===== src/hw/rtl/spk_pkg.sv =====
// Shared types, constants and round functions for the Speck 64/128 core.
package spk_pkg;

  localparam int unsigned WORD_W     = 32;
  localparam int unsigned ROT_A      = 8;
  localparam int unsigned ROT_B      = 3;
  localparam int unsigned CFG_INDEX_W = 3;

  // configuration register indexes
  localparam logic [CFG_INDEX_W-1:0] REG_KEY_WORD0 = 3'd0;
  localparam logic [CFG_INDEX_W-1:0] REG_KEY_WORD1 = 3'd1;
  localparam logic [CFG_INDEX_W-1:0] REG_KEY_WORD2 = 3'd2;
  localparam logic [CFG_INDEX_W-1:0] REG_KEY_WORD3 = 3'd3;

  typedef logic [WORD_W-1:0] word_t;

  localparam logic OP_ENCRYPT = 1'b0;
  localparam logic OP_DECRYPT = 1'b1;

  // one block in flight
  typedef struct packed {
    logic  op;
    word_t x;
    word_t y;
  } blk_t;

  function automatic word_t rotr_a(input word_t v);
    return {v[ROT_A-1:0], v[WORD_W-1:ROT_A]};
  endfunction

  function automatic word_t rotl_a(input word_t v);
    return {v[WORD_W-ROT_A-1:0], v[WORD_W-1:WORD_W-ROT_A]};
  endfunction

  function automatic word_t rotr_b(input word_t v);
    return {v[ROT_B-1:0], v[WORD_W-1:ROT_B]};
  endfunction

  function automatic word_t rotl_b(input word_t v);
    return {v[WORD_W-ROT_B-1:0], v[WORD_W-1:WORD_W-ROT_B]};
  endfunction

endpackage


===== src/hw/rtl/spk_round.sv =====
// One registered round stage, encrypt or decrypt per word.
module spk_round (
  input  logic           clk,
  input  logic           rst,
  input  logic           up_valid,
  output logic           up_ready,
  input  spk_pkg::blk_t  up_word,
  output logic           dn_valid,
  input  logic           dn_ready,
  output spk_pkg::blk_t  dn_word,
  input  spk_pkg::word_t rk_enc,
  input  spk_pkg::word_t rk_dec
);

  spk_pkg::blk_t  res;
  spk_pkg::word_t ex, dy;

  assign up_ready = !dn_valid || dn_ready;

  always_comb begin
    ex = (spk_pkg::rotr_a(up_word.x) + up_word.y) ^ rk_enc;
    dy = spk_pkg::rotr_b(up_word.y ^ up_word.x);
    res.op = up_word.op;
    if (up_word.op == spk_pkg::OP_DECRYPT) begin
      res.y = dy;
      res.x = spk_pkg::rotl_a((up_word.x ^ rk_dec) - dy);
    end else begin
      res.x = ex;
      res.y = spk_pkg::rotl_b(up_word.y) ^ ex;
    end
  end

  always_ff @(posedge clk) begin
    if (rst) begin
      dn_valid <= 1'b0;
    end else if (up_ready) begin
      dn_valid <= up_valid;
    end
  end

  always_ff @(posedge clk) begin
    if (up_ready && up_valid) begin
      dn_word <= res;
    end
  end

endmodule


===== config.mk =====
export PLATFORM = sky130hd
export DESIGN_NAME = spk_round
export DESIGN_NICKNAME = d
export VERILOG_FILES = /design/src/hw/rtl/spk_pkg.sv /design/src/hw/rtl/spk_round.sv
export SDC_FILE = /design/constraint.sdc
export NUM_CORES = 1
export LEC_CHECK = 0
export ABC_AREA = 1
export BUFFER_PORTS_ARGS = -buffer_cell sky130_fd_sc_hd__clkbuf_2
export CAP_MARGIN = 30
export CORE_UTILIZATION = 25
export DETAILED_ROUTE_END_ITERATION = 10
export PLACE_DENSITY = 0.54
export SYNTH_ARGS = -nofsm -noshare
export SYNTH_HDL_FRONTEND = slang
export SYNTH_SLANG_ARGS = --single-unit

===== constraint.sdc =====
create_clock -name clk -period 6.75 [get_ports clk]
set_input_delay 1.35 -clock clk [delete_from_list [all_inputs] [get_ports clk]]
set_output_delay 1.35 -clock clk [all_outputs]
set_load 0.05 [all_outputs]

Word-level counts from Yosys, hierarchy flattened

Index checks and enable logic that the tools add are counted.

Flip-flop bits (word level): 66
Latch bits: 0
RAM bits: 0
Memory bits (read-only): 0
Bits of input ports: 133
Output and inout port bits: 67
Word-level logic and storage cells: 14
Memories: 0

Add/sub/neg operators: 2
Multiply operators: 0
Div/mod/pow operators: 0
$lt $le $gt $ge: 0
Equality and inequality tests: 0
Shift-type cells: 0
Muxes and demuxes: 1
Bitwise operators: 4
Reduce and logical (&&, ||, !) cells: 3

Operators with widths:

| operator          | number |
|---|---|
| $xor 32x32->32    | 4 |
| $mux 64           | 1 |
| $add 32x32->32    | 1 |
| $sub 32x32->32    | 1 |
| $logic_and 1x1->1 | 1 |
| $logic_not 1->1   | 1 |
| $logic_or 1x1->1  | 1 |

Depth between registers and ports, before layout

Gate-level depths: netlist (run 1).

Depth after elaboration: 4
Depth in mapped cells: 17

Worst setup path before layout (run 1)

OpenSTA, ideal clock, no wires.

Path type: in2reg
Start point: input port up_valid
End point: register dn_word[0] in the netlist's numbering, enable pin
Data arrival time: 4.546 ns
Required time: 6.241 ns
Setup slack: 1.695 ns
Stages: 2
Buffers on the path: 0
Cell sequence: inv_1 a21oi_1

Word-level cells in the longest chain between the ends: 1

RTL lines:

| item                 | RTL line        | source |
|---|---|---|
| start, declared      | spk_round.sv:5  | `input logic up_valid,` |
| $logic_and 1x1->1    | spk_round.sv:42 | `if (up_ready && up_valid) begin` |
| end signal, assigned | spk_round.sv:43 | `dn_word <= res;` |
| end, declared        | spk_round.sv:10 | `output spk_pkg::blk_t dn_word,` |

Every way passes these cells.
A chain may end at the register's enable or synchronous reset.

==> flow_summary_export.csv, run 1 <==
group,metric,value,unit
run_status,status,"completed",
logic_synthesis,synthCells,1275,
cts,cts_tree,"done",
timing,fin_tns_setup,0,ps
cts,root_buffer,"clkbuf_16",
global_routing,grt_pass1_wl,52900,um
die,dieArea,33900,um2
cts,insertion_delay,360,ps
die,fp.dieH,184,um
pwr,ir_drop,0.115,mV
worst_setup_path,startpoint_type,"primary input",
route,route.vias.total,9043,
timing,fin_crit_sh,0.550,
layout,diodes,0,
global_routing,grt_overflow,0,
layout,utilization,0.311,
worst_hold_path,hold_depth,2,
logic_synthesis,syn_avg_cell_area,6.51,um2
placement,portBuffers,199,
global_routing,grt_max_degree,66,
cts,ctsLongestPathBuffers,2,
timing,worst_pin_slew,951,ps
die,initial_utilization,0.255,
timing,max_freq,269,MHz
worst_hold_path,hold_path.startpoint,"dn_valid",
placement,place_congestion,0.979,
global_routing,track_usage,0.216,
timing,period_minus_slack,3710,ps
logic_synthesis,synth_seq_area_share,0.238,
timing,rsz0062_at_grt,"false",
logic_synthesis,async_reset_ff_frac,0,
layout,drive_gt1_frac,0.171,
worst_setup_path,criticalPathCategory,"in -> reg",
die,ios,200,
logic_synthesis,synth_enable_flop_cells,65,
worst_hold_path,hold_class,"reg -> reg",
route,avgRoutedWirePerCell,18.9,um
die,fp.coreArea,32600,um2
cts,cts_setup_buffers,0,
timing,relSlewSlack,0.366,
worst_setup_path,required,6860,ps
worst_setup_path,worst_setup_path_end_kind,"register",
cts,cts_sinks,66,
route,final_antenna_net_count,0,
logic_synthesis,yosys_warnings,0,
placement,dp_hpwl,31400,um
layout,areaGrowthSynthToFinish,22.0,%
route,via_per_inst,4.71,
cts,numCtsBuffers,9,
timing,finalMaxSlewViolations,0,
worst_setup_path,r2r-start,"dn_valid",
logic_synthesis,ys_ff_latch,66,
route,drtIter0Drc,719,
worst_setup_path,cp.arrival,3820,ps
worst_setup_path,rr_endpoint,"dn_word[22]",
cts,clk_pin_slew_worst_paths,60,ps
worst_setup_path,cp_max_fo,4,
timing,hold_viol_final,0,
worst_setup_path,ff2ff_setup_slack,5100,ps
worst_setup_path,worst-r2r-cell-count,2,
logic_synthesis,synth_nets,1472,
logic_synthesis,yosys.cell_types.count,39,
die,die_w,184,um
logic_synthesis,netlist_area,8300,um2
worst_hold_path,hold_end,"dn_valid",
cts,ctsHoldBuffers,0,
route,routed_wl,36200,um
cts,cts_max_level,3,
layout,nets,1671,
die,num_rows,66,
timing,setup_violations,0,
global_routing,antenna_found_initial,0,
run,cap_violations,0,
global_routing,grt_pass1_vias,8696,
pwr,p_leak,0.00541,uW
timing,clock_skew,11.0,ps
route,route.detailed.drc,0,
route,drt_first_pass_iters,5,
pwr,powerDensity,223,nW/um2
logic_synthesis,ys.flop_type,"edfxtp_1",
cts,ctsResizeCount,0,
area by class of cell:
type                    count  area (um2)
fillers                  3681       22500
multi-input cells         998        5540
flip-flops and latches     66        1970
repair buffers            202        1020
inverters                 197         739
well taps                 442         553
clock buffers               9         225
clock inverters             7        77.6
synthesized netlist by cell type, drive strengths merged, types with 2 or more instances:
| cell | number | area, um2 |
|---|---|---|
| clkbuf | 12 | 48.8 |
| edfxtp | 65 | 1950 |
| o22ai | 4 | 25.0 |
| buf | 2 | 10.0 |
| a21oi | 66 | 330 |
| o21bai | 5 | 37.5 |
| nand4 | 5 | 31.3 |
| nand3b | 10 | 75.1 |
| a21o | 6 | 45.0 |
| or2 | 9 | 56.3 |
| inv | 196 | 736 |
| xor2 | 90 | 803 |
| nor2 | 85 | 324 |
| ha | 62 | 776 |
| nor3 | 11 | 76.3 |
| o21a | 2 | 15.0 |
| nand2 | 429 | 1630 |
| o21ai | 59 | 303 |
| fa | 2 | 40.0 |
| nand3 | 110 | 586 |
| xnor2 | 38 | 333 |
placed cells by master (no fill, tap or decap), types with 3 or more instances in the layout:
cell type  count
nand3b_1      10
nand3_1      103
or2_2          6
edfxtp_1      65
xor2_1        88
nand3_2        7
o22ai_1        4
nand2_1      420
inv_1        195
buf_4          3
nor3_1         8
clkbuf_16      9
nor2_1        83
a21o_1         6
nand2_2        9
o21ai_0       50
ha_1          62
o21ai_1        7
nand4_1        5
or2_1          3
o21bai_1       5
a21oi_1       65
clkbuf_2     199
xnor2_1       38
worst max-delay path by stage:
stage	startpoint	to	cells past startpoint
after global routing	up_word[35]	dn_word[56]	15
after detailed placement	up_word[35]	dn_word[56]	15
after floorplan	up_valid	dn_word[0]	2
after CTS	up_word[35]	dn_word[56]	15
final	up_word[35]	dn_word[56]	15
after global placement	up_word[16]	dn_word[54]	10
per-stage QoR:
step | hold slack (ps) | instance area, um2 | worst slack, ps | power, uW | std cells
6_report | 536 | 10100 | 3040 | 2260 | 1921
5_1_grt | 584 | 10100 | 2890 | 2400 | 1921
4_1_cts | 534 | 10100 | 3090 | 2260 | 1921
3_5_place_dp | 525 | 9830 | 2730 | 1750 | 1905
3_3_place_gp | 515 | 9830 | 2690 | 1750 | 1905
2_1_floorplan | 1070 | 8300 | 1690 | 1360 | 1275
routing by layer:
metal,wire length [um],part of all wire,track usage,vias up
met3,2290,0.063,0.0292,50
li1,-,-,-,4471
met4,1500,0.041,0.0980,0
met1,15600,0.43,0.279,4192
met2,16900,0.47,0.356,330
met5,0,0,0,-
cell families (layout without fill, tap and decap cells):
family,Yosys count,count (layout),share of synthesized area
AOI/OAI and AO/OA,144,144,0.0927
buffers and inverters,211,415,0.0962
and+or+nand+nor,661,661,0.337
xor gates and xnor gates,128,128,0.137
DFF,66,66,0.238
muxes,1,1,0.00121
adders and majority gates,64,64,0.0983
where the power goes:
part | internal (uW) | total (uW) | switching [uW]
clock network | 290 | 504 | 214
registers | 529 | 548 | 19.8
logic | 350 | 1210 | 858
worst max-delay path, stage by stage:
cell and delay, ps:
clkbuf_2 190, xor2_1 240, ha_1 210, inv_1 80, fa_1 440, nand2_1 110, nand2_1 60, o21ai_1 120
inv_1 100, nand2_1 70, nand2_1 110, nand2_1 90, nand2_1 130, xnor2_1 160, o21ai_0 370
state kept, by name, summed over array words and instances (netlist names):
register  flops
dn_valid      1
dn_word      65
No activity file was read; power rests on OpenSTA's default activity.
==> run 2: changes to the inputs <==
- ABC_AREA: 1 -> 0
- PLACE_DENSITY: 0.54 -> 0.57
- clock period: 6.75 -> 3.4 ns (I/O delays scaled with it)
==> flow_summary_export.csv, run 2 <==
group,metric,value,unit
run_status,status,"completed",
worst_setup_path,path_buf_inv,2,
timing,relSlewSlack,0.533,
placement,portBuffers,199,
worst_hold_path,hold_path.startpoint,"rst",
logic_synthesis,synth_nets,988,
logic_synthesis,syn_avg_cell_area,9.05,um2
cts,ctsLongestPathBuffers,2,
route,drt_first_pass_iters,5,
cts,insertion_delay,360,ps
worst_setup_path,cp_max_fo,4,
worst_setup_path,cp.arrival,3330,ps
logic_synthesis,async_reset_ff_frac,0,
logic_synthesis,synth-compound-area-share,0.216,
pwr,switching_share,0.429,
timing,fin_tns_setup,0,ps
pwr,pwr-share-seq,0.240,
layout,nets,1331,
layout,largest_reg_flops,65,
run,cap_violations,0,
worst_setup_path,crit_family,"compound AO/OA/AOI/OAI gates",
layout,areaGrowthSynthToFinish,40.3,%
route,routed_wl,29100,um
logic_synthesis,synth_seq_area_share,0.275,
timing,fin_crit_sh,0.954,
layout,fill_cells,2976,
route,via_per_inst,4.74,
pwr,p_leak,0.00459,uW
global_routing,antenna_found_initial,1,
global_routing,grt_pass1_wl,42300,um
worst_setup_path,worst-r2r-cell-count,3,
logic_synthesis,synth_top_family_by_area,"XOR/XNOR gates",
worst_setup_path,path_cells,"clkbuf_2 -> ha_1 -> inv_1 -> fa_1 -> and2b_1 -> o21ai_1 -> a21oi_2 -> o21ba_2 -> o21a_4 -> o21ai_4 -> a211oi_4 -> mux2i_1 -> or4_1",
worst_setup_path,rr_endpoint,"dn_word[41]",
placement,place_area,9750,um2
global_routing,track_usage,0.200,
route,route.vias.total,7183,
layout,multi_input_comb_area,5050,um2
timing,period_minus_slack,3240,ps
worst_setup_path,slowest_delay,500,ps
global_routing,grt_max_degree,69,
worst_hold_path,hold_depth,2,
die,fp.coreArea,28000,um2
route,final_antenna_net_count,0,
timing,hold_viol_final,0,
worst_setup_path,cp-startpoint,"up_word[0]",
layout,final_cell_mix,"clkbuf_2 (199), buf_4 (147), xnor2_1 (93)",
layout,drive_gt1_frac,0.341,
worst_setup_path,r2r-start,"dn_valid",
worst_hold_path,hold_class,"in -> reg",
logic_synthesis,synthMuxAreaShare,0.0295,
die,dieArea,29300,um2
logic_synthesis,synth_largest_area_cell,"edfxtp_1",
pwr,comb_power_share,0.561,
global_routing,grt_pass1_vias,7128,
placement,place_congestion,0.891,
worst_setup_path,ff2ff_setup_slack,1790,ps
timing,max_freq,308,MHz
layout,seqCellArea,1970,um2
pwr,p_clk_frac,0.199,
logic_synthesis,ys.flop_type,"edfxtp_1",
pwr,ir_drop,0.241,mV
cts,cts_sinks,66,
die,num_rows,61,
cts,clk_pin_slew_worst_paths,60,ps
timing,worst_pin_slew,701,ps
cts,cts_tree,"done",
logic_synthesis,yosys-top-cells-area,"edfxtp_1 (27%), xnor2_1 (11%), ha_1 (11%)",
logic_synthesis,yosys.area_share.simple,0.125,
worst_setup_path,slowest_stage,"or4_1",
logic_synthesis,yosys_warnings,0,
timing,finalMaxSlewViolations,0,
cts,numCtsBuffers,9,
global_routing,grt_overflow,0,
route,drtIter0Drc,427,
logic_synthesis,synthTopCellsByCount,"xnor2_1 (94), a21oi_1 (87), xor2_1 (78)",
logic_synthesis,ys_ff_latch,66,
layout,final_common_cell,"clkbuf_2",
route,avgRoutedWirePerCell,19.2,um
worst_setup_path,startpoint_type,"primary input",
layout,post-route-cell-area,10000,um2
pwr,power_switching,2000,uW
die,initial_utilization,0.256,
logic_synthesis,synthCells,791,
worst_setup_path,worst_setup_path_end_kind,"register",
cts,cts_max_level,3,
worst_setup_path,required,3480,ps
layout,reg_top3,"dn_word (65), dn_valid (1)",
timing,clock_skew,13.1,ps
layout,top_register,"dn_word",
timing,setup_violations,0,
die,ios,200,
pwr,p_int,2660,uW
cts,root_buffer,"clkbuf_16",
logic_synthesis,yosysMostFrequentCell,"xnor2_1",
logic_synthesis,yosys.cell_types.count,68,
die,fp.dieH,171,um
logic_synthesis,synthXorXnorAreaFrac,0.217,
logic_synthesis,netlist_area,7160,um2
worst_hold_path,hold_end,"dn_valid",
logic_synthesis,synth_enable_flop_cells,65,
route,route.detailed.drc,0,
pwr,powerDensity,463,nW/um2
logic_synthesis,synth_fa_ha_area_frac,0.114,
cts,ctsHoldBuffers,0,
logic_synthesis,synth_top_area_frac,0.273,
worst_setup_path,criticalPathCategory,"in -> reg",
die,die_w,171,um
placement,dp_hpwl,25100,um
==> run 2: power by group through the flow <==
stage	clock network (uW)	logic, uW	registers, uW
floorplan	0	1210	1530
global route	972	2820	1120
detailed placement	0	2590	1130
global placement	0	2580	1130
CTS	941	2600	1120
finish	926	2610	1120
==> run 2: cell families (layout without fill, tap and decap cells) <==
family,count (synthesis),after routing
compound gates,233,233
xor+xnor,174,174
other cells,0,1
fa+ha+maj,64,64
mux,21,21
flops,66,66
buf+inv,44,390
simple gates,189,189
==> run 2: worst max path at each step <==
| stage | cells after the start | slack (ps) | end |
|---|---|---|---|
| 2_1_floorplan | 13 | 10 | dn_word[54] |
| 4_1_cts | 14 | 140 | dn_word[54] |
| 3_3_place_gp | 14 | -220 | dn_word[54] |
| 6_report | 13 | 160 | dn_word[30] |
| 3_5_place_dp | 13 | -210 | dn_word[30] |
| 5_1_grt | 14 | -9 | dn_word[54] |
==> run 2: routing by layer <==
| layer | wire (um) | global-route usage | vias to the layer above |
|---|---|---|---|
| met1 | 13400 | 0.261 | 3360 |
| li1 | - | - | 3568 |
| met2 | 13700 | 0.335 | 224 |
| met5 | 0 | 0 | - |
| met4 | 554 | 0.0629 | 0 |
| met3 | 1490 | 0.0315 | 31 |
==> run 2: cell type report <==
class                           instances  area share
Multi-Input combinational cell        681       0.503
Timing Repair Buffer                  350       0.217
Sequential cell                        66       0.196
Tap cell                              378      0.0471
Clock buffer                            9      0.0224
Inverter                               26     0.00971
Clock inverter                          5     0.00473
Antenna cell                            1    0.000249
==> run 2: per-stage QoR <==
| stage | setup WS, ps | std cells | utilization | hold slack (ps) | power [uW] |
|---|---|---|---|---|---|
| global route | -8.87 | 1516 | 0.359 | 481 | 4910 |
| global placement | -216 | 1500 | 0.348 | 494 | 3710 |
| finish | 157 | 1516 | 0.359 | 489 | 4650 |
| floorplan | 14.7 | 791 | - | 749 | 2740 |
| CTS | 143 | 1514 | 0.358 | 477 | 4660 |
| detailed placement | -212 | 1500 | 0.348 | 523 | 3720 |
==> run 2: repair_timing <==
action,CTS,global route
endpoints found under the setup margin,0,5
buffers inserted,0,1
gates resized for setup,0,3
