### config.mk
export PLATFORM = sky130hd
export DESIGN_NAME = spk_sched
export DESIGN_NICKNAME = d
export VERILOG_FILES = /design/src/hw/rtl/spk_pkg.sv /design/src/hw/rtl/spk_sched.sv
export SDC_FILE = /design/constraint.sdc
export NUM_CORES = 1
export LEC_CHECK = 0
export BUFFER_PORTS_ARGS = -buffer_cell sky130_fd_sc_hd__clkbuf_2
export CORE_AREA = 5 5 351 353
export CTS_CLUSTER_DIAMETER = 50
export CTS_CLUSTER_SIZE = 16
export DETAILED_ROUTE_END_ITERATION = 16
export DIE_AREA = 0 0 356 358
export GPL_ROUTABILITY_DRIVEN = 0
export PLACE_DENSITY = 0.51
export SYNTH_ARGS = -nofsm -noshare
export SYNTH_HDL_FRONTEND = slang
export SYNTH_SLANG_ARGS = --single-unit
### constraint.sdc
create_clock -name clk -period 14 [get_ports clk]
set_clock_uncertainty 0.05 [all_clocks]
set_input_delay 1.4 -clock clk [delete_from_list [all_inputs] [get_ports clk]]
set_output_delay 1.4 -clock clk [all_outputs]
set_load 0.01 [all_outputs]
### src/hw/rtl/spk_pkg.sv
// Shared types, constants and round functions for the Speck 64/128 core.
package spk_pkg;

  localparam int unsigned WORD_W     = 32;
  localparam int unsigned ROT_A      = 8;
  localparam int unsigned ROT_B      = 3;
  localparam int unsigned CFG_INDEX_W = 3;

  // configuration register indexes
  localparam logic [CFG_INDEX_W-1:0] REG_KEY_WORD0 = 3'd0;
  localparam logic [CFG_INDEX_W-1:0] REG_KEY_WORD1 = 3'd1;
  localparam logic [CFG_INDEX_W-1:0] REG_KEY_WORD2 = 3'd2;
  localparam logic [CFG_INDEX_W-1:0] REG_KEY_WORD3 = 3'd3;

  typedef logic [WORD_W-1:0] word_t;

  localparam logic OP_ENCRYPT = 1'b0;
  localparam logic OP_DECRYPT = 1'b1;

  // one block in flight
  typedef struct packed {
    logic  op;
    word_t x;
    word_t y;
  } blk_t;

  function automatic word_t rotr_a(input word_t v);
    return {v[ROT_A-1:0], v[WORD_W-1:ROT_A]};
  endfunction

  function automatic word_t rotl_a(input word_t v);
    return {v[WORD_W-ROT_A-1:0], v[WORD_W-1:WORD_W-ROT_A]};
  endfunction

  function automatic word_t rotr_b(input word_t v);
    return {v[ROT_B-1:0], v[WORD_W-1:ROT_B]};
  endfunction

  function automatic word_t rotl_b(input word_t v);
    return {v[WORD_W-ROT_B-1:0], v[WORD_W-1:WORD_W-ROT_B]};
  endfunction

endpackage

### src/hw/rtl/spk_sched.sv
// Key registers and iterative key schedule, one round key per cycle.
module spk_sched #(
  parameter int ROUNDS = 27
) (
  input  logic                               clk,
  input  logic                               rst,
  input  logic                               cfg_write,
  input  logic [spk_pkg::CFG_INDEX_W-1:0]    cfg_index,
  input  spk_pkg::word_t                     cfg_data,
  output logic [ROUNDS-1:0][spk_pkg::WORD_W-1:0] round_keys,
  output logic                               keys_ready
);

  localparam int CW = $clog2(ROUNDS + 1);

  spk_pkg::word_t key_reg [4];
  spk_pkg::word_t k, l0, l1, l2;
  spk_pkg::word_t nl, k_next;
  logic [CW-1:0]  cnt;   // index of next round key; 0 = load, ROUNDS = done

  assign keys_ready = (cnt == CW'(ROUNDS));

  always_comb begin
    nl     = (spk_pkg::rotr_a(l0) + k) ^ spk_pkg::word_t'(cnt - CW'(1));
    k_next = spk_pkg::rotl_b(k) ^ nl;
  end

  always_ff @(posedge clk) begin
    if (rst) begin
      key_reg[0] <= '0;
      key_reg[1] <= '0;
      key_reg[2] <= '0;
      key_reg[3] <= '0;
      cnt        <= '0;
    end else if (cfg_write) begin
      unique case (cfg_index)
        spk_pkg::REG_KEY_WORD0: begin key_reg[0] <= cfg_data; cnt <= '0; end
        spk_pkg::REG_KEY_WORD1: begin key_reg[1] <= cfg_data; cnt <= '0; end
        spk_pkg::REG_KEY_WORD2: begin key_reg[2] <= cfg_data; cnt <= '0; end
        spk_pkg::REG_KEY_WORD3: begin key_reg[3] <= cfg_data; cnt <= '0; end
        default: ;
      endcase
    end else if (cnt == '0) begin
      k   <= key_reg[0];
      l0  <= key_reg[1];
      l1  <= key_reg[2];
      l2  <= key_reg[3];
      cnt <= CW'(1);
    end else if (!keys_ready) begin
      k   <= k_next;
      l0  <= l1;
      l1  <= l2;
      l2  <= nl;
      cnt <= cnt + CW'(1);
    end
  end

  // round key storage, each entry written at its own schedule step
  always_ff @(posedge clk) begin
    if (!rst && !cfg_write) begin
      if (cnt == '0) round_keys[0] <= key_reg[0];
      for (int j = 1; j < ROUNDS; j++) begin
        if (cnt == CW'(j)) round_keys[j] <= k_next;
      end
    end
  end

endmodule

======== After elaboration in Yosys (flattened, before gate mapping) ========
Memory sizes are Yosys's and may differ from the RTL's.
Index checks and enable logic that the tools add are counted.
Widths: inputs -> output; s select.
cells by class
  add/subtract/negate cells ............... 3
  equality and inequality tests ........... 33
  multiplexer cells ....................... 34
  bitwise operators ....................... 8
  reduce and logical (&&, ||, !) cells .... 35
operator list
  cell                 count
  $mux 32              12
  $xor 32x32->32       2
  $eq 5x5->1 const B   12
  $reduce_and 2->1     28
  $eq 5x4->1 const B   8
  $add 32x32->32       1
  $eq 5x3->1 const B   4
  $mux 5               4
  $mux 1               18
  $eq 5x2->1 const B   2
  $eq 3x2->1 const B   2
  $sub 5x1->6 const B  1
  $add 5x1->5 const B  1
  $eq 5x1->1 const B   1
  $logic_not 5->1      1
  $or 1x1->1           4
  $reduce_or 4->1      1
  $eq 3x1->1 const B   1
  $logic_not 3->1      1
  $ne 3x2->1 const B   1
  $reduce_and 3->1     1
  $logic_not 1->1      2
  $ne 2x1->1 const B   1
  $ne 2x2->1 const B   1
  other kinds (2)      3
word-level totals
  flip-flop bits (word level) ............. 997
  bits in writable memories ............... 128
  input bits .............................. 38
  logic and storage cells ................. 146
  memories ................................ 1
memory list
  memory   depth  bits a word  read ports  clocked after Yosys merged registers in  wr ports  RTL line         source
  key_reg  4      32           4           0                                        4         spk_sched.sv:16  spk_pkg::word_t key_reg [4];

======== Logic depth before layout (Yosys ltp) ========
Gate-level depths: netlist (run 1).
  depth in word-level cells ............... 6
  gate-level depth with buffers ........... 10

======== Worst setup path after synthesis (run 1) ========
No wires, ideal clock.
  path type ............................... input to register
  from .................................... input port cfg_write
  to ...................................... register cnt[3]
  setup time .............................. 0.114 ns
  arrival time ............................ 11.472 ns
  path slack .............................. 2.364 ns
  stages on the path ...................... 5
  path buffers ............................ 1
  cells stage by stage .................... clkbuf_1 -> nor3_1 -> and3_1 -> o21ai_0 -> o31ai_1
on the way
  word-level cells in the longest chain between the ends .. 2
  elaborated cells between the ends (all ways) .. 4
  classes of those cells .................. eq/ne: 2; mux: 1; reduce/logical: 1
ends and longest elaborated chain
  item                                                RTL line         source
  start: declaration                                  spk_sched.sv:7   input logic cfg_write,
  $ne 3x2->1 (no line) or $ne 2x2->1 (tied branches)  --
  $reduce_and 2->1 (no line)                          --
  end signal: assignment                              spk_sched.sv:54  cnt <= cnt + CW'(1);
  end: declaration                                    spk_sched.sv:19  logic [CW-1:0] cnt;
Parallel ways exist; a longest one is shown, timed or not.
A chain may end at the register's enable or synchronous reset.

======== Worst setup path after layout (run 1) ========
  from .................................... register k[0]
  to ...................................... register round_keys[312] (netlist name), data pin
on the way
  word-level cells in the longest chain between the ends .. 3
ends and longest elaborated chain
  item                            RTL line         source
  start: declaration              spk_sched.sv:17  spk_pkg::word_t k, l0, l1, l2;
  start signal: assignment        spk_sched.sv:44  k <= key_reg[0];
  start signal: assignment        spk_sched.sv:50  k <= k_next;
  $add 32x32->32                  spk_sched.sv:24  nl = (spk_pkg::rotr_a(l0) + k) ^ spk_pkg::word_t'(cnt - CW'(1));
  $xor 32x32->32                  spk_sched.sv:24
  $xor 32x32->32                  spk_sched.sv:25  k_next = spk_pkg::rotl_b(k) ^ nl;
  net k_next[24]                  spk_sched.sv:18  spk_pkg::word_t nl, k_next;
  end signal: indexed assignment  spk_sched.sv:63  if (cnt == CW'(j)) round_keys[j] <= k_next;
  end: declaration                spk_sched.sv:10  output logic [ROUNDS-1:0][spk_pkg::WORD_W-1:0] round_keys,
The timed path passes the listed nets, and every way through them passes these cells.

==> results of run 1 <==
==> per-stage QoR <==
step	instance area, µm²	instances	utilization (%)
4_1_cts	50400	4776	42.1
3_3_place_gp	46400	4574	38.8
6_report	50400	4778	42.1
2_1_floorplan	39100	2054	-
3_5_place_dp	46400	4574	38.8
5_1_grt	50400	4776	42.1
==> final cells by class <==
| class | instances | share of cell area, % |
|---|---|---|
| tap | 1612 | 4.00 |
| clock inverter | 83 | 2.24 |
| multi-input combinational | 858 | 11.1 |
| sequential | 1125 | 67.0 |
| clock buffer | 119 | 5.62 |
| inverter | 12 | 0.0894 |
| timing repair buffer | 967 | 9.93 |
| antenna | 2 | 0.00994 |
==> cell families after synthesis <==
kind of cell               count (synthesis)  synth area share (%)
xor gates and xnor gates                  99                  2.33
buffers and inverters                     71                 0.710
muxes                                     19                 0.537
AOI/OAI and AO/OA                        136                  2.29
DFF                                     1125                  86.2
adders and majority gates                 38                  1.23
and+or+nand+nor                          566                  6.67
==> per-layer routing <==
layer  routed length, µm  vias to the layer above  global-route usage (%)
li1                    -                     9747                       -
met1               54300                    11567                    26.2
met2               71100                      908                    36.7
met3                9430                      163                    4.58
met4                3610                        0                    5.46
met5                   0                        -                       0
==> final timing paths <==
| kind | from | endpoint | slack (ns) | cells after the start |
|---|---|---|---|---|
| worst max register to register | k[0] | round_keys[312] | 9.85 | 10 |
| worst max-delay path | k[0] | round_keys[312] | 9.85 | 10 |
| worst min register to register | key_reg[0][31] | round_keys[31] | 0.41 | 0 |
| worst min-delay path | key_reg[0][31] | round_keys[31] | 0.41 | 0 |
==> cells in the mapped netlist, drive strengths merged, types with 2 or more instances <==
cell type,count
and4,3
inv,12
dfxtp,5
or2,3
o21ai,31
xor2,38
or4,2
a31o,5
nand2,270
xnor2,58
nor2b,9
o211ai,4
o21bai,3
and3,8
nand2b,3
clkbuf,46
xor3,2
buf,13
a211o,3
or3,4
nor2,94
a21o,9
nand3,15
a21oi,51
a311oi,2
a311o,2
mux2i,3
a211oi,3
mux2,16
a22o,2
a31oi,3
o21a,3
o31ai,5
nand4,6
ha,37
edfxtp,1120
nor3,14
a221oi,2
and2,131
==> worst max-delay path: stages, from the launching register on <==
cell	delay [ns]
edfxtp_1	0.43
ha_1	0.26
fa_1	0.43
a21o_1	0.20
a311oi_1	0.45
nor3b_1	0.14
o21ba_2	0.28
a21oi_1	0.30
o21ai_1	0.18
xor2_1	0.20
inv_1	0.79
==> power breakdown <==
part | switching [mW] | internal [mW] | leakage, nW
Combinational | 0.861 | 0.225 | 6.71
Sequential | 0.0323 | 4.15 | 10.3
Clock | 1.43 | 1.74 | 1.89
==> results.yml, run 1 <==
status:
  status: "finished, final reports clean"
timing:
  setup_ws_ns: 9.85
  finalHoldViolations: 0
  relSlewSlack_pct: 13.0
  hold_slack_ns: 0.411
  fmax_mhz: 241
  drv_slew: 0
  rsz0062_at_grt: "no"
  period_share_pct: 29.6
  setup_viol: 0
  timing.setup.tns_ns: 0
  period_needed_ns: 4.15
  tightestPinTransition_ns: 1.30
hold_path:
  holdCritPathClass: "register to register"
clock_network:
  cts_buffers: 112
  cts_tree: "built"
  cts_resized: 0
  insertion_delay_ns: 0.73
  ctsHoldBuffers: 0
  clockRootBuffer: "clkbuf_16"
  htreeDepth: 3
  cts.sinks: 1125
  clkSlewWorstSetupHoldPaths_ns: 0.07
  post-cts-setup-buffers: 0
  cts_buffer_depth: 3
die:
  die_w_um: 356
  die-height_um: 358
  start_util_pct: 32.7
  ios: 903
  core_um2: 119000
  placementRows: 127
  die_area_um2: 127000
route:
  via_count: 22385
  detail_route.wl_per_cell_um: 29.0
  detail-route-antenna-nets: 0
  wirelength_um: 138000
  drt_pass1_iterations: 5
  drt-vias-per-instance: 4.69
  dr.first_iter.drc_count: 2140
  drc: 0
logic_synthesis:
  synth_largest_area_cell: "edfxtp_1"
  synth_flop_cell: "edfxtp_1"
  synthTopCellsByArea: "edfxtp_1 86%, nand2_1 2.6%, and2_1 2.1%, xnor2_1 1.3%, ha_1 1.2%"
  synthesis.nets: 2130
  syn-mean-instance-area_um2: 19.0
  postSynthCellCount: 2054
  yosysTopAreaCellShare_pct: 86.0
  synth.distinct_cells: 62
  synth-edff-count: 1120
  ys_seq_area_share_pct: 86.2
  syn_area_um2: 39100
  ys_async_sr_fraction_pct: 0
  synth-seq-cells: 1125
  ys_warn_count: 0
global_route:
  grt_pass1_vias: 21356
  grt_overflow_total: 0
  antenna_found_initial: 7
  grt_max_degree: 77
  track_usage_pct: 20.8
  grt_pass1_wl_um: 185000
finish:
  multi_input_area_um2: 5610
  fillCellCount: 10877
  layout_commonest_cell: "edfxtp_1"
  layout-drive-gt1-share_pct: 39.5
  final_nets: 3152
  largest_register_ffs: 864
  area.growth.synth_to_final_pct: 28.7
  layout_common_cells: "1120 x edfxtp_1, 902 x clkbuf_2, 270 x nand2_1"
  regArea_um2: 33700
placed_design:
  hpwl_um: 95600
  io_buffers: 902
  preCtsSetupSlack_ns: 9.88
worst_setup_path:
  end_kind: "register"
  required_ns: 14.26
  critPathArrivalTime_ns: 4.41
  crit_fanout: 26
  critPathKind: "register to register"
  startpoint_type: "register"
power_and_ir_drop:
  cellPowerDensity_nw_per_um2: 167
  p_leak_nw: 18.9
  ir_drop_mv: 0.118
  total_power_mw: 8.43
flow_run:
  maxCapViolCount: 0
Note: power is estimated with default switching activity, not from simulation.
==> run 2: changes to the inputs <==
--- a/config.mk
+++ b/config.mk
@@ -6,13 +6,13 @@
 export NUM_CORES = 1
 export LEC_CHECK = 0
 export BUFFER_PORTS_ARGS = -buffer_cell sky130_fd_sc_hd__clkbuf_2
-export CORE_AREA = 5 5 351 353
+export CORE_AREA = 5 5 347 349
 export CTS_CLUSTER_DIAMETER = 50
 export CTS_CLUSTER_SIZE = 16
 export DETAILED_ROUTE_END_ITERATION = 16
-export DIE_AREA = 0 0 356 358
+export DIE_AREA = 0 0 352 354
 export GPL_ROUTABILITY_DRIVEN = 0
-export PLACE_DENSITY = 0.51
+export PLACE_DENSITY = 0.54
 export SYNTH_ARGS = -nofsm -noshare
 export SYNTH_HDL_FRONTEND = slang
 export SYNTH_SLANG_ARGS = --single-unit
==> constraint.sdc (replaced) <==
create_clock -name clk -period 3.7 [get_ports clk]
set_clock_uncertainty 0.05 [all_clocks]
set_input_delay 0.37 -clock clk [delete_from_list [all_inputs] [get_ports clk]]
set_output_delay 0.37 -clock clk [all_outputs]
set_load 0.01 [all_outputs]
==> results.yml, run 2 (synthesized netlist as in run 1, its figures left out) <==
timing:
  period_needed_ns: 3.51
  period_share_pct: 94.7
  fmax_mhz: 285
  tightestPinTransition_ns: 1.05
  hold_slack_ns: 0.102
  setup_viol: 0
  setup_ws_ns: 0.195
  rsz0062_at_grt: "no"
  finalHoldViolations: 0
  relSlewSlack_pct: 30.2
  drv_slew: 0
placed_design:
  hpwl_um: 94500
  dp.cells: 4532
  dpl-instance-area_um2: 46800
  io_buffers: 902
  preCtsSetupSlack_ns: 0.114
flow_run:
  maxCapViolCount: 0
clock_network:
  clkSlewWorstSetupHoldPaths_ns: 0.06
  cts.sinks: 1125
  clockRootBuffer: "clkbuf_16"
  cts_buffers: 108
  post-cts-setup-buffers: 0
  cts_tree: "built"
  cts_buffer_depth: 3
  insertion_delay_ns: 0.69
  htreeDepth: 3
route:
  drc: 0
  drt_pass1_iterations: 5
  wirelength_um: 136000
  detail_route.wl_per_cell_um: 28.6
  via_count: 22703
  detail-route-antenna-nets: 0
  drt-vias-per-instance: 4.78
  dr.first_iter.drc_count: 2047
global_route:
  grt_pass1_wl_um: 184000
  grt_pass1_vias: 22353
  grt_max_degree: 120
  grt_overflow_total: 0
  antenna_found_initial: 7
  track_usage_pct: 21.0
worst_setup_path:
  critPathTopFamily: "compound AO/OA/AOI/OAI gates"
  end_kind: "register"
  cpMostUsedCell: "buf_4"
  slowest_stage: "xor2_4"
  critPathArrivalTime_ns: 3.84
  rr_startpoint: "k[0]"
  startpoint_type: "register"
  crit_fanout: 13
  r2r_slack_ns: 0.19
  path_cells: "ha_1 -> fa_1 -> a21o_1 -> a311oi_1 -> buf_4 -> nor3b_1 -> o21ba_2 -> nand4bb_1 -> a21boi_1 -> nor2_1 -> buf_4 -> xor2_4"
  critPathLaunch: "k[0]"
  worst-path-buf-inv: 2
  critPathKind: "register to register"
  required_ns: 4.03
  slowest_delay_ns: 0.57
die:
  placementRows: 126
  die_area_um2: 125000
  ios: 903
  die-height_um: 354
  core_um2: 117000
  start_util_pct: 33.4
  die_w_um: 352
finish:
  antenna_cells: 0
  area.growth.synth_to_final_pct: 29.4
  layout_common_cells: "1120 x edfxtp_1, 902 x clkbuf_2, 270 x nand2_1"
  instances_no_fill: 4749
  final_nets: 3215
  largest_register_ffs: 864
  layout_commonest_cell: "edfxtp_1"
  layout-drive-gt1-share_pct: 39.3
  finalInstanceArea_um2: 50600
  fillCellCount: 10500
power_and_ir_drop:
  switchingPower_mw: 8.21
  switching_share_pct: 26.8
  cellPowerDensity_nw_per_um2: 605
  ir_drop_mv: 0.479
  pwr-share-comb_pct: 13.5
  p_int_mw: 22.4
  p_leak_nw: 19.0
  clkPwrFrac_pct: 34.9
  pwr-share-seq_pct: 51.7
hold_path:
  hp-start: "rst"
  holdCritPathClass: "primary input to register"
status:
  status: "finished, final reports clean"
==> run 2: cell count changes in the layout (fill, tap and decap cells not counted), sizes merged <==
cell,change
inv,-12
clkinv,+7
clkinvlp,-4
dlygate4sd3,+32
buf,+34
diode,-2
xor2,+1
bufinv,-9
==> run 2: layout make-up <==
| cell class | count | area, µm² | share of cell area, % |
|---|---|---|---|
| Timing Repair Buffer | 1033 | 5840 | 11.5 |
| Clock buffer | 119 | 2770 | 5.46 |
| Multi-Input combinational cell | 859 | 5660 | 11.2 |
| Sequential cell | 1125 | 33700 | 66.7 |
| Inverter | 12 | 45.0 | 0.0890 |
| Clock inverter | 65 | 637 | 1.26 |
| Tap cell | 1536 | 1920 | 3.80 |
==> run 2: routing by layer <==
metal / routed length, µm / up-vias / GRT usage [%]
met3: 9800 / 187 / 4.87
li1: - / 9866 / -
met1: 52100 / 11648 / 25.6
met5: 13 / - / 0
met2: 68900 / 1000 / 36.5
met4: 5070 / 2 / 7.58
==> run 2: worst register-to-register path, stage by stage (launching register included) <==
cell	delay, ns
edfxtp_1	0.40
ha_1	0.25
fa_1	0.43
a21o_1	0.20
a311oi_1	0.29
buf_4	0.17
nor3b_1	0.06
o21ba_2	0.24
nand4bb_1	0.11
a21boi_1	0.09
nor2_1	0.09
buf_4	0.22
xor2_4	0.57
==> run 2: power groups by stage <==
stage / Clock, mW / Combinational (mW) / Sequential (mW)
floorplan: 0 / 1.76 / 16.1
global placement: 0 / 4.07 / 16.1
detailed placement: 0 / 4.12 / 16.1
CTS: 10.9 / 4.17 / 15.8
global route: 11.4 / 4.46 / 15.8
finish: 10.7 / 4.13 / 15.8
==> run 2: path summary, 6_finish.rpt <==
kind | end | depth (start not counted)
worst min register to register | round_keys[15] | 0
worst min-delay path | cnt[2] | 2
worst max-delay path | round_keys[542] | 12
worst max register to register | round_keys[542] | 12
==> run 2: timing repair <==
item / 4_1_cts / 5_1_grt
gates resized for setup: 0 / 5
endpoints found under the hold margin: 128 / 0
setup endpoints to repair: 0 / 130
hold buffers: 32 / 0
==> run 2: metrics by stage <==
stage | setup TNS, ns | util (%) | power [mW]
6_report | 0 | 43.2 | 30.6
5_1_grt | 0 | 43.2 | 31.7
4_1_cts | 0 | 43.2 | 30.9
3_5_place_dp | 0 | 40.0 | 20.2
3_3_place_gp | 0 | 40.0 | 20.2
2_1_floorplan | -88.28 | - | 17.9
==> run 3: changes to the inputs <==
--- a/config.mk
+++ b/config.mk
@@ -12,7 +12,9 @@
 export DETAILED_ROUTE_END_ITERATION = 16
 export DIE_AREA = 0 0 352 354
 export GPL_ROUTABILITY_DRIVEN = 0
+export MAX_ROUTING_LAYER = met4
 export PLACE_DENSITY = 0.54
+export SLEW_MARGIN = 15
 export SYNTH_ARGS = -nofsm -noshare
 export SYNTH_HDL_FRONTEND = slang
 export SYNTH_SLANG_ARGS = --single-unit
==> results.yml, run 3 (synthesized netlist as in run 1, its figures left out) <==
status:
  status: "finished, final reports clean"
global_route:
  grt_pass1_wl_um: 184000
  grt_overflow_total: 0
  grt_pass1_vias: 22365
  track_usage_pct: 21.6
  grt_max_degree: 120
  antenna_found_initial: 7
power_and_ir_drop:
  p_leak_nw: 19.0
  total_power_mw: 30.6
  cellPowerDensity_nw_per_um2: 605
  ir_drop_mv: 0.482
die:
  ios: 903
  die_w_um: 352
  core_um2: 117000
  die-height_um: 354
  die_area_um2: 125000
  start_util_pct: 33.4
  placementRows: 126
flow_run:
  maxCapViolCount: 0
finish:
  final_nets: 3215
  instances_no_fill: 4751
  layout_commonest_cell: "edfxtp_1"
  finalInstanceArea_um2: 50600
  largest_register_ffs: 864
  area.growth.synth_to_final_pct: 29.4
  layout_common_cells: "1120 x edfxtp_1, 902 x clkbuf_2, 270 x nand2_1"
  layout-drive-gt1-share_pct: 39.3
timing:
  finalHoldViolations: 0
  tightestPinTransition_ns: 1.05
  rsz0062_at_grt: "no"
  drv_slew: 0
  setup_viol: 0
  period_needed_ns: 3.50
  setup_ws_ns: 0.196
  period_share_pct: 94.7
  fmax_mhz: 285
  relSlewSlack_pct: 29.8
placed_design:
  hpwl_um: 94500
  dp.cells: 4532
  io_buffers: 902
  preCtsSetupSlack_ns: 0.114
  dpl-instance-area_um2: 46800
route:
  drc: 0
  dr.first_iter.drc_count: 2118
  drt-vias-per-instance: 4.76
  via_count: 22620
  wirelength_um: 136000
  detail_route.wl_per_cell_um: 28.6
  detail-route-antenna-nets: 0
  drt_pass1_iterations: 5
worst_setup_path:
  critPathArrivalTime_ns: 3.90
  critPathKind: "register to register"
  path_cells: "ha_1 -> fa_1 -> a21o_1 -> a311oi_1 -> buf_4 -> nor3b_1 -> o21ba_2 -> buf_4 -> a311o_1 -> xnor2_2 -> xnor2_2 -> mux2_2"
  crit_fanout: 3
  required_ns: 4.09
  startpoint_type: "register"
  rr_startpoint: "k[0]"
  end_kind: "register"
  r2r_cells: 12
  rr_endpoint: "k[18]"
  slowest_delay_ns: 0.43
  r2r_slack_ns: 0.20
  slowest_stage: "fa_1"
clock_network:
  insertion_delay_ns: 0.70
  cts_buffers: 108
  htreeDepth: 3
  clkSlewWorstSetupHoldPaths_ns: 0.06
  cts.sinks: 1125
  clockRootBuffer: "clkbuf_16"
  cts_buffer_depth: 3
  cts_tree: "built"
hold_path:
  hold_path_depth: 2
  hp-start: "rst"
  holdCritPathClass: "primary input to register"
  min_to: "cnt[2]"
run 3: worst max-delay path, delay by kind of cell, from the launching register on:
kind	cells	cell delay, ns
fa+ha+maj	2	0.68
compound gates	4	1.12
simple gates	1	0.07
xor+xnor	2	0.35
buf+inv	2	0.32
flops	1	0.40
mux	1	0.27
run 3: cell type report:
class | instances | area, µm²
flip-flops and latches | 1125 | 33700
clock buffers | 119 | 2770
diodes | 2 | 5.00
well taps | 1536 | 1920
repair buffers | 1033 | 5840
fillers | 10503 | 66500
inverters | 12 | 45.0
multi-input cells | 859 | 5660
clock inverters | 65 | 637
run 3: where the power goes:
part	internal, mW	total, mW	switching, mW
Clock	5.66	10.7	5.02
Sequential	15.7	15.8	0.122
Combinational	1.05	4.11	3.06
Total	22.4	30.6	8.20
run 3: worst max-delay path by stage:
stage	startpoint	endpoint	slack [ns]	cells after the start
6_report	k[0]	k[18]	0.20	12
5_1_grt	k[0]	round_keys[274]	0.06	12
4_1_cts	k[0]	round_keys[274]	0.08	12
3_5_place_dp	k[0]	round_keys[274]	0.11	12
3_3_place_gp	k[0]	round_keys[216]	0.16	13
2_1_floorplan	cnt[2]	cnt[3]	-0.79	8
run 3: metal layers:
metal  global-route usage [%]  part of all wire (%)  vias up
li1                         -                     -     9874
met1                     25.7                    39    11562
met2                     36.5                    51      991
met3                     4.58                   7.0      193
met4                     7.72                   3.7        0
met5                        -                     0        -
run 3: metrics by stage:
step | util (%) | TNS (ns) | hold WS, ns
2_1_floorplan | - | -88.28 | 0.372
3_3_place_gp | 40.0 | 0 | 0.389
3_5_place_dp | 40.0 | 0 | 0.401
4_1_cts | 43.2 | 0 | 0.0182
5_1_grt | 43.2 | 0 | 0.0859
6_report | 43.2 | 0 | 0.0893
run 3: timing repair:
action	in CTS	in global routing
buffers inserted	0	0
endpoints found under the hold margin	128	0
gates resized for setup	0	5
setup endpoints to repair	0	130
hold buffers	32	0
